## config.mk

```make
export PLATFORM = sky130hd
export DESIGN_NAME = local_request_tag_remapper_core
export DESIGN_NICKNAME = d
export VERILOG_FILES = /design/src/rtl/core/lrtr_pkg.sv /design/src/rtl/core/lrtr_front.sv /design/src/rtl/core/lrtr_queue.sv /design/src/rtl/core/lrtr_back.sv /design/src/rtl/core/local_request_tag_remapper_core.sv
export VERILOG_INCLUDE_DIRS = /design/src /design/src/rtl/core
export SDC_FILE = /design/constraint.sdc
export NUM_CORES = 2
export LEC_CHECK = 0
export BUFFER_PORTS_ARGS = -buffer_cell sky130_fd_sc_hd__buf_4
export CORE_MARGIN = 5
export CORE_UTILIZATION = 56
export DETAILED_ROUTE_END_ITERATION = 12
export PLACE_DENSITY = 0.78
export SKIP_LAST_GASP = 1
export SLEW_MARGIN = 10
export SYNTH_ARGS = -nofsm -noshare
export SYNTH_HDL_FRONTEND = slang
export SYNTH_HIERARCHICAL = 1
export SYNTH_SLANG_ARGS = --single-unit
```

## constraint.sdc

```tcl
create_clock -name clk -period 7.88 [get_ports clk]
set_clock_uncertainty 0.1 [all_clocks]
set_input_delay 0.788 -clock clk [delete_from_list [all_inputs] [get_ports clk]]
set_output_delay 0.788 -clock clk [all_outputs]
set_load 0.02 [all_outputs]
```

## src/rtl/core/assert_macros.svh

```systemverilog
// -----------------------------------------------------------------------------
// assert_macros.svh
// Shared concurrent assertion macros for the tag remapper RTL.
// -----------------------------------------------------------------------------
`ifndef ASSERT_MACROS_SVH
`define ASSERT_MACROS_SVH

// The property must hold at every rising clock edge outside reset.
`define ASSERT_CLK(label, prop, msg) \
  label: assert property (@(posedge clk) disable iff (!rst_n) (prop)) else $error(msg);

// The expression must never be true at a rising clock edge outside reset.
`define ASSERT_NEVER(label, expr, msg) \
  label: assert property (@(posedge clk) disable iff (!rst_n) !(expr)) else $error(msg);

`endif

```

## src/rtl/core/lrtr_pkg.sv

```systemverilog
// -----------------------------------------------------------------------------
// lrtr_pkg
// Types and constants shared by the local request tag remapper modules.
// -----------------------------------------------------------------------------
`default_nettype none

package lrtr_pkg;

  // Session table size. It must be a power of two, because the slot index
  // is taken from the low bits of the sequence number and of the counter.
  localparam int SLOTS  = 16;
  localparam int SLOT_W = $clog2(SLOTS);

  // Command queue between the classifier and the table engine.
  localparam int QDEPTH = 4;
  localparam int QPTR_W = $clog2(QDEPTH);
  localparam int QCNT_W = $clog2(QDEPTH + 1);

  localparam logic [31:0] EXPIRY_RESET    = 32'd30000;
  localparam logic [15:0] OWN_ID_RESET    = 16'd1;
  localparam logic [15:0] SERVER_RESET    = 16'd0;

  typedef enum logic [1:0] {
    REG_SERVER_ID     = 2'd0,
    REG_OWN_ID        = 2'd1,
    REG_EXPIRY_MS     = 2'd2,
    REG_SHUTTING_DOWN = 2'd3
  } reg_idx_t;

  typedef enum logic {
    OP_REQUEST = 1'b0,
    OP_REPLY   = 1'b1
  } op_t;

  typedef struct packed {
    logic [15:0] server_id;
    logic [15:0] own_id;
    logic [31:0] expiry_ms;
    logic        shutting_down;
  } cfg_t;

  typedef struct packed {
    op_t               op;
    logic [SLOT_W-1:0] slot;
    logic [15:0]       sender;
    logic [15:0]       rsender;
    logic [15:0]       seq;
    logic [15:0]       tag;
    logic [31:0]       now;
    logic              alive;
  } cmd_t;

endpackage

`default_nettype wire

```

## src/rtl/core/lrtr_front.sv

```systemverilog
// -----------------------------------------------------------------------------
// lrtr_front
// Accepts headers, drops broadcasts and everything while shut down, tells
// replies from requests and assigns the request tag.
// -----------------------------------------------------------------------------
`default_nettype none

module lrtr_front (
  input  wire logic              clk,
  input  wire logic              rst_n,
  input  wire lrtr_pkg::cfg_t    cfg,
  input  wire logic              in_valid,
  output logic                   in_ready,
  input  wire logic [15:0]       sender_id,
  input  wire logic [15:0]       remote_sender_id,
  input  wire logic [15:0]       seq_num,
  input  wire logic              is_broadcast,
  input  wire logic [31:0]       now_ms,
  input  wire logic              slot_proxy_alive,
  input  wire logic              q_ready,
  output logic                   q_push,
  output lrtr_pkg::cmd_t         q_cmd
);

  logic [15:0] req_cnt_r;
  logic [15:0] req_cnt_nxt;
  logic        accept;
  logic        drop;
  logic        is_rsp;

  assign in_ready = q_ready;
  assign accept   = in_valid && q_ready;
  assign drop     = cfg.shutting_down || is_broadcast;
  assign is_rsp   = (sender_id == cfg.server_id) && (remote_sender_id == 16'd0);
  assign q_push   = accept && !drop;

  always_comb begin
    q_cmd.op      = is_rsp ? lrtr_pkg::OP_REPLY : lrtr_pkg::OP_REQUEST;
    q_cmd.slot    = is_rsp ? seq_num[lrtr_pkg::SLOT_W-1:0]
                           : req_cnt_r[lrtr_pkg::SLOT_W-1:0];
    q_cmd.sender  = sender_id;
    q_cmd.rsender = remote_sender_id;
    q_cmd.seq     = seq_num;
    q_cmd.tag     = req_cnt_r;
    q_cmd.now     = now_ms;
    q_cmd.alive   = slot_proxy_alive;
  end

  // The tag counter advances once per request, wrapping at 16 bits.
  always_comb begin
    req_cnt_nxt = req_cnt_r;
    if (q_push && !is_rsp) begin
      req_cnt_nxt = req_cnt_r + 16'd1;
    end
  end

  always_ff @(posedge clk) begin
    if (!rst_n) begin
      req_cnt_r <= 16'd0;
    end else begin
      req_cnt_r <= req_cnt_nxt;
    end
  end

endmodule

`default_nettype wire

```

## src/rtl/core/lrtr_queue.sv

```systemverilog
// -----------------------------------------------------------------------------
// lrtr_queue
// Small command FIFO between the classifier and the table engine.
// -----------------------------------------------------------------------------
`default_nettype none

module lrtr_queue (
  input  wire logic                          clk,
  input  wire logic                          rst_n,
  input  wire logic                          push,
  input  wire lrtr_pkg::cmd_t                push_cmd,
  output logic                               push_ready,
  input  wire logic                          pop,
  output lrtr_pkg::cmd_t                     head,
  output logic                               head_valid,
  output logic [lrtr_pkg::QCNT_W-1:0]        level
);

  lrtr_pkg::cmd_t                  mem_r [lrtr_pkg::QDEPTH];
  logic [lrtr_pkg::QPTR_W-1:0]     wr_ptr_r;
  logic [lrtr_pkg::QPTR_W-1:0]     wr_ptr_nxt;
  logic [lrtr_pkg::QPTR_W-1:0]     rd_ptr_r;
  logic [lrtr_pkg::QPTR_W-1:0]     rd_ptr_nxt;
  logic [lrtr_pkg::QCNT_W-1:0]     count_r;
  logic [lrtr_pkg::QCNT_W-1:0]     count_nxt;

  assign push_ready = (count_r != lrtr_pkg::QCNT_W'(lrtr_pkg::QDEPTH));
  assign head_valid = (count_r != '0);
  assign head       = mem_r[rd_ptr_r];
  assign level      = count_r;

  always_comb begin
    wr_ptr_nxt = push ? wr_ptr_r + 1'b1 : wr_ptr_r;
    rd_ptr_nxt = pop  ? rd_ptr_r + 1'b1 : rd_ptr_r;
    count_nxt  = count_r;
    if (push && !pop) begin
      count_nxt = count_r + 1'b1;
    end else if (pop && !push) begin
      count_nxt = count_r - 1'b1;
    end
  end

  always_ff @(posedge clk) begin
    if (push) begin
      mem_r[wr_ptr_r] <= push_cmd;
    end
  end

  always_ff @(posedge clk) begin
    if (!rst_n) begin
      wr_ptr_r <= '0;
      rd_ptr_r <= '0;
      count_r  <= '0;
    end else begin
      wr_ptr_r <= wr_ptr_nxt;
      rd_ptr_r <= rd_ptr_nxt;
      count_r  <= count_nxt;
    end
  end

endmodule

`default_nettype wire

```

## src/rtl/core/lrtr_back.sv

```systemverilog
// -----------------------------------------------------------------------------
// lrtr_back
// Session table engine: stores requests, matches replies and drives the
// registered result item.
// -----------------------------------------------------------------------------
`default_nettype none

module lrtr_back (
  input  wire logic           clk,
  input  wire logic           rst_n,
  input  wire lrtr_pkg::cfg_t cfg,
  input  wire lrtr_pkg::cmd_t cmd,
  input  wire logic           cmd_valid,
  output logic                cmd_pop,
  output logic                out_valid,
  input  wire logic           out_ready,
  output logic [15:0]         post_to,
  output logic [15:0]         target_id,
  output logic [15:0]         remote_sender_out,
  output logic [15:0]         seq_out,
  output logic                is_reply
);

  logic [15:0] proxy_r  [lrtr_pkg::SLOTS];
  logic [15:0] client_r [lrtr_pkg::SLOTS];
  logic [15:0] oseq_r   [lrtr_pkg::SLOTS];
  logic [31:0] stamp_r  [lrtr_pkg::SLOTS];

  logic        out_valid_r;
  logic        out_valid_nxt;
  logic [15:0] post_to_r;
  logic [15:0] target_r;
  logic [15:0] rsend_r;
  logic [15:0] seq_out_r;
  logic        is_reply_r;

  logic        is_req;
  logic        hit;
  logic [31:0] elapsed;
  logic        emit;

  assign cmd_pop = cmd_valid && (!out_valid_r || out_ready);
  assign is_req  = (cmd.op == lrtr_pkg::OP_REQUEST);
  assign hit     = !is_req && (proxy_r[cmd.slot] != 16'd0) && cmd.alive;
  assign elapsed = cmd.now - stamp_r[cmd.slot];
  assign emit    = is_req || (hit && (elapsed < cfg.expiry_ms));

  always_comb begin
    out_valid_nxt = out_valid_r;
    if (cmd_pop) begin
      out_valid_nxt = emit;
    end else if (out_ready) begin
      out_valid_nxt = 1'b0;
    end
  end

  // Only the proxy field marks a slot as taken, so it alone needs a reset.
  always_ff @(posedge clk) begin
    if (!rst_n) begin
      for (int i = 0; i < lrtr_pkg::SLOTS; i++) begin
        proxy_r[i] <= 16'd0;
      end
    end else if (cmd_pop && is_req) begin
      proxy_r[cmd.slot] <= cmd.sender;
    end else if (cmd_pop && hit) begin
      proxy_r[cmd.slot] <= 16'd0;
    end
  end

  always_ff @(posedge clk) begin
    if (cmd_pop && is_req) begin
      client_r[cmd.slot] <= cmd.rsender;
      oseq_r[cmd.slot]   <= cmd.seq;
      stamp_r[cmd.slot]  <= cmd.now;
    end
  end

  always_ff @(posedge clk) begin
    if (cmd_pop && emit) begin
      if (is_req) begin
        post_to_r  <= cfg.server_id;
        target_r   <= cfg.server_id;
        rsend_r    <= cfg.own_id;
        seq_out_r  <= cmd.tag;
        is_reply_r <= 1'b0;
      end else begin
        post_to_r  <= proxy_r[cmd.slot];
        target_r   <= client_r[cmd.slot];
        rsend_r    <= 16'd0;
        seq_out_r  <= oseq_r[cmd.slot];
        is_reply_r <= 1'b1;
      end
    end
  end

  always_ff @(posedge clk) begin
    if (!rst_n) begin
      out_valid_r <= 1'b0;
    end else begin
      out_valid_r <= out_valid_nxt;
    end
  end

  assign out_valid         = out_valid_r;
  assign post_to           = post_to_r;
  assign target_id         = target_r;
  assign remote_sender_out = rsend_r;
  assign seq_out           = seq_out_r;
  assign is_reply          = is_reply_r;

endmodule

`default_nettype wire

```

## src/rtl/core/local_request_tag_remapper_core.sv

```systemverilog
// -----------------------------------------------------------------------------
// local_request_tag_remapper_core
// Remaps sequence numbers of message headers between clients and one local
// server through a table of sessions with an age limit.
// -----------------------------------------------------------------------------
// Usage:
// Headers arrive as items on the in_ stream; each one that is not dropped
// yields at most one forwarded header on the out_ stream. A request takes
// the slot picked by a 16-bit tag counter and goes to the server carrying
// that tag. A reply from the server looks up the slot picked by its sequence
// number and, if the slot is live and young enough, goes back to the stored
// proxy with the original client and sequence number.
// The block takes one item per cycle while the queue has room: the
// classifier pushes into a four-entry command queue and the table engine
// retires one command per cycle while the output register is free or
// being taken, bounded by the single read and write of the session table in
// that engine. A synchronous reset frees every table slot, clears the tag
// counter, the queue and the output valid flag, and loads the register
// defaults. When the receiver holds out_tready low, the result stays in the
// output register, the engine stops, the queue fills and in_tready then
// drops. Registers on the APB port must be written by the user only while
// the block is idle; the block itself does not enforce this.
// -----------------------------------------------------------------------------
`default_nettype none
`include "assert_macros.svh"

module local_request_tag_remapper_core (
  input  wire logic        clk,
  input  wire logic        rst_n,
  // Input stream.
  input  wire logic        in_tvalid,
  output logic             in_tready,
  // [15:0] sender_id, [31:16] remote_sender_id, [47:32] seq_num,
  // [79:48] now_ms, [80] slot_proxy_alive, [87:81] zero
  input  wire logic [87:0] in_tdata,
  // [0] is_broadcast
  input  wire logic        in_tuser,
  // Result stream.
  output logic             out_tvalid,
  input  wire logic        out_tready,
  // [15:0] post_to, [31:16] target_id, [47:32] remote_sender_out,
  // [63:48] seq_out
  output logic [63:0]      out_tdata,
  // [0] is_reply
  output logic             out_tuser,
  // Configuration port.
  input  wire logic        cfg_psel,
  input  wire logic        cfg_penable,
  input  wire logic        cfg_pwrite,
  input  wire logic [3:0]  cfg_paddr,
  input  wire logic [31:0] cfg_pwdata,
  output logic [31:0]      cfg_prdata,
  output logic             cfg_pready
);

  lrtr_pkg::cfg_t                   cfg_r;
  lrtr_pkg::cfg_t                   cfg_nxt;
  logic                             cfg_wr;
  lrtr_pkg::reg_idx_t               reg_idx;

  logic                             q_push;
  logic                             q_ready;
  lrtr_pkg::cmd_t                   q_cmd;
  logic                             q_pop;
  logic                             q_valid;
  lrtr_pkg::cmd_t                   q_head;
  logic [lrtr_pkg::QCNT_W-1:0]      q_level;

  logic [15:0]                      post_to;
  logic [15:0]                      target_id;
  logic [15:0]                      remote_sender_out;
  logic [15:0]                      seq_out;
  logic                             is_reply;

  // APB register file; every access completes in its access cycle.
  assign cfg_pready = 1'b1;
  assign cfg_wr     = cfg_psel && cfg_penable && cfg_pwrite && cfg_pready;
  assign reg_idx    = lrtr_pkg::reg_idx_t'(cfg_paddr[3:2]);

  always_comb begin
    cfg_nxt = cfg_r;
    if (cfg_wr) begin
      case (reg_idx)
        lrtr_pkg::REG_SERVER_ID:     cfg_nxt.server_id     = cfg_pwdata[15:0];
        lrtr_pkg::REG_OWN_ID:        cfg_nxt.own_id        = cfg_pwdata[15:0];
        lrtr_pkg::REG_EXPIRY_MS:     cfg_nxt.expiry_ms     = cfg_pwdata;
        lrtr_pkg::REG_SHUTTING_DOWN: cfg_nxt.shutting_down = cfg_pwdata[0];
        default:                     cfg_nxt = cfg_r;
      endcase
    end
  end

  always_comb begin
    case (reg_idx)
      lrtr_pkg::REG_SERVER_ID:     cfg_prdata = {16'd0, cfg_r.server_id};
      lrtr_pkg::REG_OWN_ID:        cfg_prdata = {16'd0, cfg_r.own_id};
      lrtr_pkg::REG_EXPIRY_MS:     cfg_prdata = cfg_r.expiry_ms;
      lrtr_pkg::REG_SHUTTING_DOWN: cfg_prdata = {31'd0, cfg_r.shutting_down};
      default:                     cfg_prdata = 32'd0;
    endcase
  end

  always_ff @(posedge clk) begin
    if (!rst_n) begin
      cfg_r.server_id     <= lrtr_pkg::SERVER_RESET;
      cfg_r.own_id        <= lrtr_pkg::OWN_ID_RESET;
      cfg_r.expiry_ms     <= lrtr_pkg::EXPIRY_RESET;
      cfg_r.shutting_down <= 1'b0;
    end else begin
      cfg_r <= cfg_nxt;
    end
  end

  // Front end: accepts and classifies items.
  lrtr_front u_front (
    .clk              (clk),
    .rst_n            (rst_n),
    .cfg              (cfg_r),
    .in_valid         (in_tvalid),
    .in_ready         (in_tready),
    .sender_id        (in_tdata[15:0]),
    .remote_sender_id (in_tdata[31:16]),
    .seq_num          (in_tdata[47:32]),
    .is_broadcast     (in_tuser),
    .now_ms           (in_tdata[79:48]),
    .slot_proxy_alive (in_tdata[80]),
    .q_ready          (q_ready),
    .q_push           (q_push),
    .q_cmd            (q_cmd)
  );

  // Command queue decouples the classifier from the table engine.
  lrtr_queue u_queue (
    .clk        (clk),
    .rst_n      (rst_n),
    .push       (q_push),
    .push_cmd   (q_cmd),
    .push_ready (q_ready),
    .pop        (q_pop),
    .head       (q_head),
    .head_valid (q_valid),
    .level      (q_level)
  );

  // Back end: session table and result register.
  lrtr_back u_back (
    .clk               (clk),
    .rst_n             (rst_n),
    .cfg               (cfg_r),
    .cmd               (q_head),
    .cmd_valid         (q_valid),
    .cmd_pop           (q_pop),
    .out_valid         (out_tvalid),
    .out_ready         (out_tready),
    .post_to           (post_to),
    .target_id         (target_id),
    .remote_sender_out (remote_sender_out),
    .seq_out           (seq_out),
    .is_reply          (is_reply)
  );

  assign out_tdata = {seq_out, remote_sender_out, target_id, post_to};
  assign out_tuser = is_reply;

  // A dropped item must never reach the queue.
  `ASSERT_NEVER(a_no_push_when_dropped, in_tvalid && in_tready && (cfg_r.shutting_down || in_tuser) && q_push, "dropped item entered the command queue")
  // The engine only retires commands that exist.
  `ASSERT_CLK(a_pop_needs_entry, q_pop |-> q_valid && (q_level != '0), "pop from an empty command queue")
  // A forwarded reply never carries a remote sender.
  `ASSERT_CLK(a_reply_rsend_zero, out_tvalid && out_tuser |-> out_tdata[47:32] == 16'd0, "reply carries a remote sender")
  // A forwarded request goes to the configured server.
  `ASSERT_CLK(a_request_to_server, out_tvalid && !out_tuser |-> out_tdata[15:0] == cfg_r.server_id, "request not posted to the server")

endmodule

`default_nettype wire

```

Word level (Yosys, flattened, before mapping):

Memories as Yosys holds them, arrays and structs flattened. A register that Yosys moved wholly into a read port is not among the register bits.
Cells that the tools add are included.

* register bits: 154
* RAM bits: 1688
* output and inout bits: 100
* memories: 5

* add/sub/neg operators: 6
* magnitude comparators: 1
* equal/unequal tests: 5
* mux-type cells: 28
* bitwise gates (word level): 2
* reductions and logical operators: 34

Memory list
* u_back.stamp_r: depth 16, bits a word 32, rd ports 1, clocked after memory_dff 0, wr ports 1, RTL line lrtr_back.sv:27 `logic [31:0] stamp_r [lrtr_pkg::SLOTS];`
* u_queue.mem_r: depth 4, bits a word 102, rd ports 1, clocked after memory_dff 1, wr ports 1, RTL line lrtr_queue.sv:19 `lrtr_pkg::cmd_t mem_r [lrtr_pkg::QDEPTH];`
* u_back.client_r: depth 16, bits a word 16, rd ports 1, clocked after memory_dff 0, wr ports 1, RTL line lrtr_back.sv:25 `logic [15:0] client_r [lrtr_pkg::SLOTS];`
* u_back.oseq_r: depth 16, bits a word 16, rd ports 1, clocked after memory_dff 0, wr ports 1, RTL line lrtr_back.sv:26 `logic [15:0] oseq_r [lrtr_pkg::SLOTS];`
* u_back.proxy_r: depth 16, bits a word 16, rd ports 1, clocked after memory_dff 0, wr ports 16, RTL line lrtr_back.sv:24 `logic [15:0] proxy_r [lrtr_pkg::SLOTS];`

Operators by type and width (count)
* case mux 32 bit (4 select lines): 1
* 2-to-1 mux 16 bit: 5
* < comparator 32 bit: 1
* subtractor 32 bit: 1
* adder 16 x 1 -> 16 bit (second input constant): 1
* equality test 16 bit: 1
* zero test 16 bit: 1
* 2-to-1 mux 1 bit: 16
* nonzero test 16 bit: 1
* OR reduction 16 bit: 1
* logical AND 1 bit: 15
* 2-to-1 mux 4 bit: 2
* AND reduction 2 bit: 4
* 2-to-1 mux 3 bit: 2
* zero test 1 bit: 5
* adder 2 x 1 -> 2 bit (second input constant): 2
* equality test 2 bit (second input constant): 2
* 2-to-1 mux 2 bit: 2
* nonzero test 2 bit: 2
* adder 3 x 1 -> 3 bit (second input constant): 1
* logical OR 1 bit: 3
* inequality test 3 bit (second input constant): 1
* nonzero test 3 bit: 1
* subtractor 3 x 1 -> 3 bit (second input constant): 1
* 4 further kinds: 4

Depth between registers and ports, before layout:

An unclocked memory read counts as a cell.

* word-level depth: 12
* depth in mapped cells: 31
* gate-level depth less buffers: 23

Cells and area by module:

Netlist, hierarchy kept.

By module, submodules not included
* lrtr_back: instances 1, cells each 2717, area each 54742.5 sq um
* lrtr_queue: instances 1, cells each 576, area each 15158.3 sq um
* local_request_tag_remapper_core: instances 1, cells each 333, area each 3031.7 sq um
* lrtr_front: instances 1, cells each 225, area each 1818.0 sq um

Worst setup path before layout:

OpenSTA, ideal clock, no wires.

* kind: register to register
* from: register (tool-made name)
* to: register u_back.is_reply_r (netlist: u_back/is_reply), enable pin
* arrival: 8.002 ns
* required time: 7.361 ns
* setup slack: -0.641 ns
* stages on the path, launching flop included: 31
* buffers on the path: 8
* cells stage by stage: dfxtp_1 > clkbuf_1 > buf_2 > mux4_2 > buf_2 > buf_2 > buf_4 > buf_2 > buf_1 > mux4_2 > mux4_2 > inv_1 > ha_1 > clkbuf_1 > a211oi_1 > o21bai_1 > a21o_1 > a21oi_1 > o21ai_0 > o221ai_1 > nand2_1 > xor2_1 > ha_1 > a21oi_1 > nor4_1 > a2111oi_0 > o21ai_0 > a21oi_1 > o2111a_1 > a21oi_1 > inv_1

RTL lines
* end signal: assignment: RTL line lrtr_back.sv:85 `is_reply_r <= 1'b0;`
* end signal: assignment: RTL line lrtr_back.sv:91 `is_reply_r <= 1'b1;`
* end: declaration: RTL line lrtr_back.sv:35 `logic is_reply_r;`

==> impl_metrics.ini <==
[cts]
clockBufferDepth = 3
cts_resized = 0
postCtsSetupBuffers = 0
cts_buffers = 178
cts_tree = yes
cts_hold_buf = 0
cts_root_buffer = clkbuf_16
htree_levels = 4
cts.clk_slew.worst_paths_ns = 0.06
worstSkewPairLatency_ns = 0.83
clkSinkCount = 1844

[yosys]
yosys.area_share.adder_pct = 1.21
synthCells = 3851
synthSimpleGateAreaFrac_pct = 4.57
synth_area_um2 = 74800
synth.avg_cell_area_um2 = 19.4
synthMuxAreaShare_pct = 16.7
yosys_warnings = 6
synth_nets = 4054
synth-compound-area-share_pct = 1.38
ys_seq_area_share_pct = 72.9
synthFlopType = edfxtp_1
synth_edf_count = 1753
synth_top_family_by_area = multiplexers
synth_xor_area_share_pct = 0.562
ys_ff_latch = 1844
async_flop_share_pct = 0
synthDistinctLibCells = 66

[setup_path]
startpoint_type = flop
crit_type = flop to flop
critPathMaxFanout = 65
r2r_cells = 24
worstSetupEndpointType = flop
crit_required_ns = 8.23
cp_data_arrival_time_ns = 7.72

[grt]
grt_pass1_wl_um = 264000
grt_pass1_vias = 38200
grt_max_degree = 116
globalRouteOverflowTotal = 0
grt_antenna_before_repair = 14
grt_usage_pct = 25.8

[timing]
tns_ns = 0
final-hold-violation-count = 0
drv_slew = 0
tightestPinTransition_ns = 1.20
rsz0062_at_grt = no
period_share_pct = 93.6
clock.fmax_mhz = 136
final-setup-viol-count = 0
slew_headroom_pct = 19.8
finalCriticalPeriod_ns = 7.37

[layout]
stdcell_count = 5970
drive_above_1_share_pct = 27.2
fillCellCount = 8777
area_growth_pct = 11.8
final_net_count = 4260

[placement]
gpl.final_weighted_congestion = 0.844
port_buffers = 221
place_hpwl_um = 106000
dpl.cell_count = 5645

[floorplan]
dieWidth_um = 375
num_rows = 134
core_um2 = 133000
die_h_um = 375
dieArea_um2 = 141000
io-pin-count = 232
start_util_pct = 56.2

[pwr]
p_leak_uw = 0.0277
ir_drop_mv = 0.294
powerDensity_nw_per_um2 = 379

[run]
max-cap-violations = 0

[drt]
drc = 0
final_antenna_net_count = 0
viasPerCell = 6.38
wirelength_um = 180000
first_pass_iters = 5
initialDrtViolationCount = 5260
dr_total_vias = 38100
wl_per_cell_um = 30.2

[hold_path]
hold_depth = 1
hold_path_class = primary input to flop

[status]
status = finished, final reports clean
-- registers in the layout (all words and copies together) (netlist names), 65 cells and up, named ones only --
register / flops
u_back/stamp_r: 512
u_queue/mem_r: 408
u_back/oseq_r: 256
u_back/client_r: 256
cfg_r: 65
u_back/proxy_r: 256
-- metrics by stage --
stage          cell area (um^2)  hold WS, ns  total power, uW  setup slack [ns]  util (%)
2_1_floorplan             74800        0.341            20100            0.0280         -
3_5_place_dp              77800        0.362            23400             0.657      58.5
4_1_cts                   83500       0.0128            31700             0.547      62.7
5_1_grt                   83500       0.0296            33000             0.111      62.8
6_report                  83500       0.0651            31700             0.508      62.8
3_3_place_gp              77800        0.355            23100             0.684      58.5
-- cell usage in the layout, fill, tap and decap left out, types with 29 or more instances in the layout --
| cell type | n |
|---|---|
| dfxtp_1 | 89 |
| nand2b_1 | 37 |
| inv_1 | 86 |
| edfxtp_1 | 1753 |
| mux2i_1 | 90 |
| xnor2_1 | 36 |
| clkbuf_16 | 179 |
| clkinv_1 | 38 |
| buf_4 | 292 |
| a21oi_1 | 37 |
| mux4_2 | 498 |
| ha_1 | 69 |
| nor2_1 | 293 |
| nand2_1 | 232 |
| nand3_1 | 30 |
| clkbuf_1 | 41 |
| o21ai_0 | 29 |
-- Yosys cell counts, types with 9 or more instances --
cell type,count,share of area [%]
buf_6,30,0.45
buf_4,104,1.0
xor2_1,12,0.14
edfxtp_1,1753,70
nand2_4,10,0.15
xnor2_1,36,0.42
o21ai_0,29,0.19
nor2b_1,28,0.23
mux4_2,503,15
buf_1,11,0.055
nand2_2,17,0.14
mux2_2,20,0.30
nor4_1,9,0.075
a21oi_1,37,0.25
a21o_1,18,0.18
o21ai_1,10,0.067
mux2i_1,90,1.2
inv_1,87,0.44
nand4_1,17,0.14
nand3_1,30,0.20
buf_2,46,0.31
nand2_1,232,1.2
nand2b_1,37,0.31
and2_1,28,0.23
ha_1,69,1.2
dfxtp_1,91,2.4
nor2_1,309,1.6
clkbuf_1,87,0.44
-- metal layers --
metal,share of wire [%],global-route usage (%),vias up
met3,12,7.19,340
li1,-,-,15600
met4,3.0,7.69,14
met1,37,35.0,19800
met2,49,41.5,2374
met5,0.047,0,-
-- critical path: stages, from the launching register on --
cell	delay (ns)
dfxtp_4	0.39
mux4_4	0.85
buf_12	0.31
mux4_2	0.47
mux4_2	0.53
inv_1	0.08
ha_1	0.28
a21oi_1	0.17
o21ai_0	0.13
o2bb2ai_1	0.15
a21oi_1	0.30
o21ai_0	0.30
o221ai_1	0.47
nand2_1	0.15
xor2_1	0.18
ha_1	0.30
a21oi_1	0.16
nor4_1	0.06
a2111oi_0	0.34
o21ai_0	0.14
a21oi_1	0.17
o2111a_1	0.21
a21oi_1	0.14
clkinvlp_4	0.17
buf_12	0.35
-- kinds of logic (layout without fill, tap and decap cells) --
| group | after synthesis | count (layout) |
|---|---|---|
| AOI/OAI and AO/OA | 154 | 154 |
| xor gates and xnor gates | 48 | 48 |
| adders and majority gates | 71 | 71 |
| buffers and inverters | 366 | 710 |
| DFF | 1844 | 1844 |
| muxes | 613 | 613 |
| other | 1 | 8 |
| and+or+nand+nor | 754 | 754 |
-- where the power goes --
group | leakage (uW) | switching, uW | total (uW) | internal (uW)
clock network | 0.00277 | 3640 | 8310 | 4670
registers | 0.0170 | 280 | 12700 | 12400
logic | 0.00793 | 6440 | 10700 | 4280
total | 0.0277 | 10400 | 31700 | 21300
-- cell type report --
type	count	area (um^2)	share of cell area, %
sequential	1844	54500	65.2
multi-input combinational	1641	18400	22.0
clock buffer	224	4690	5.61
timing repair buffer	305	2440	2.92
tap	1768	2210	2.65
clock inverter	94	1000	1.20
inverter	87	330	0.395
antenna	7	17.5	0.0210
-- final timing paths --
path	end	slack, ns	start
max	u_back/seq_out[10]	0.51	flop
min	u_queue/mem_r[2][61]	0.07	in_tdata[44]
min reg2reg	cfg_r[17]	0.37	cfg_r[17]
max reg2reg	u_back/seq_out[10]	0.51	flop
Power figures use the tool's default switching activity.
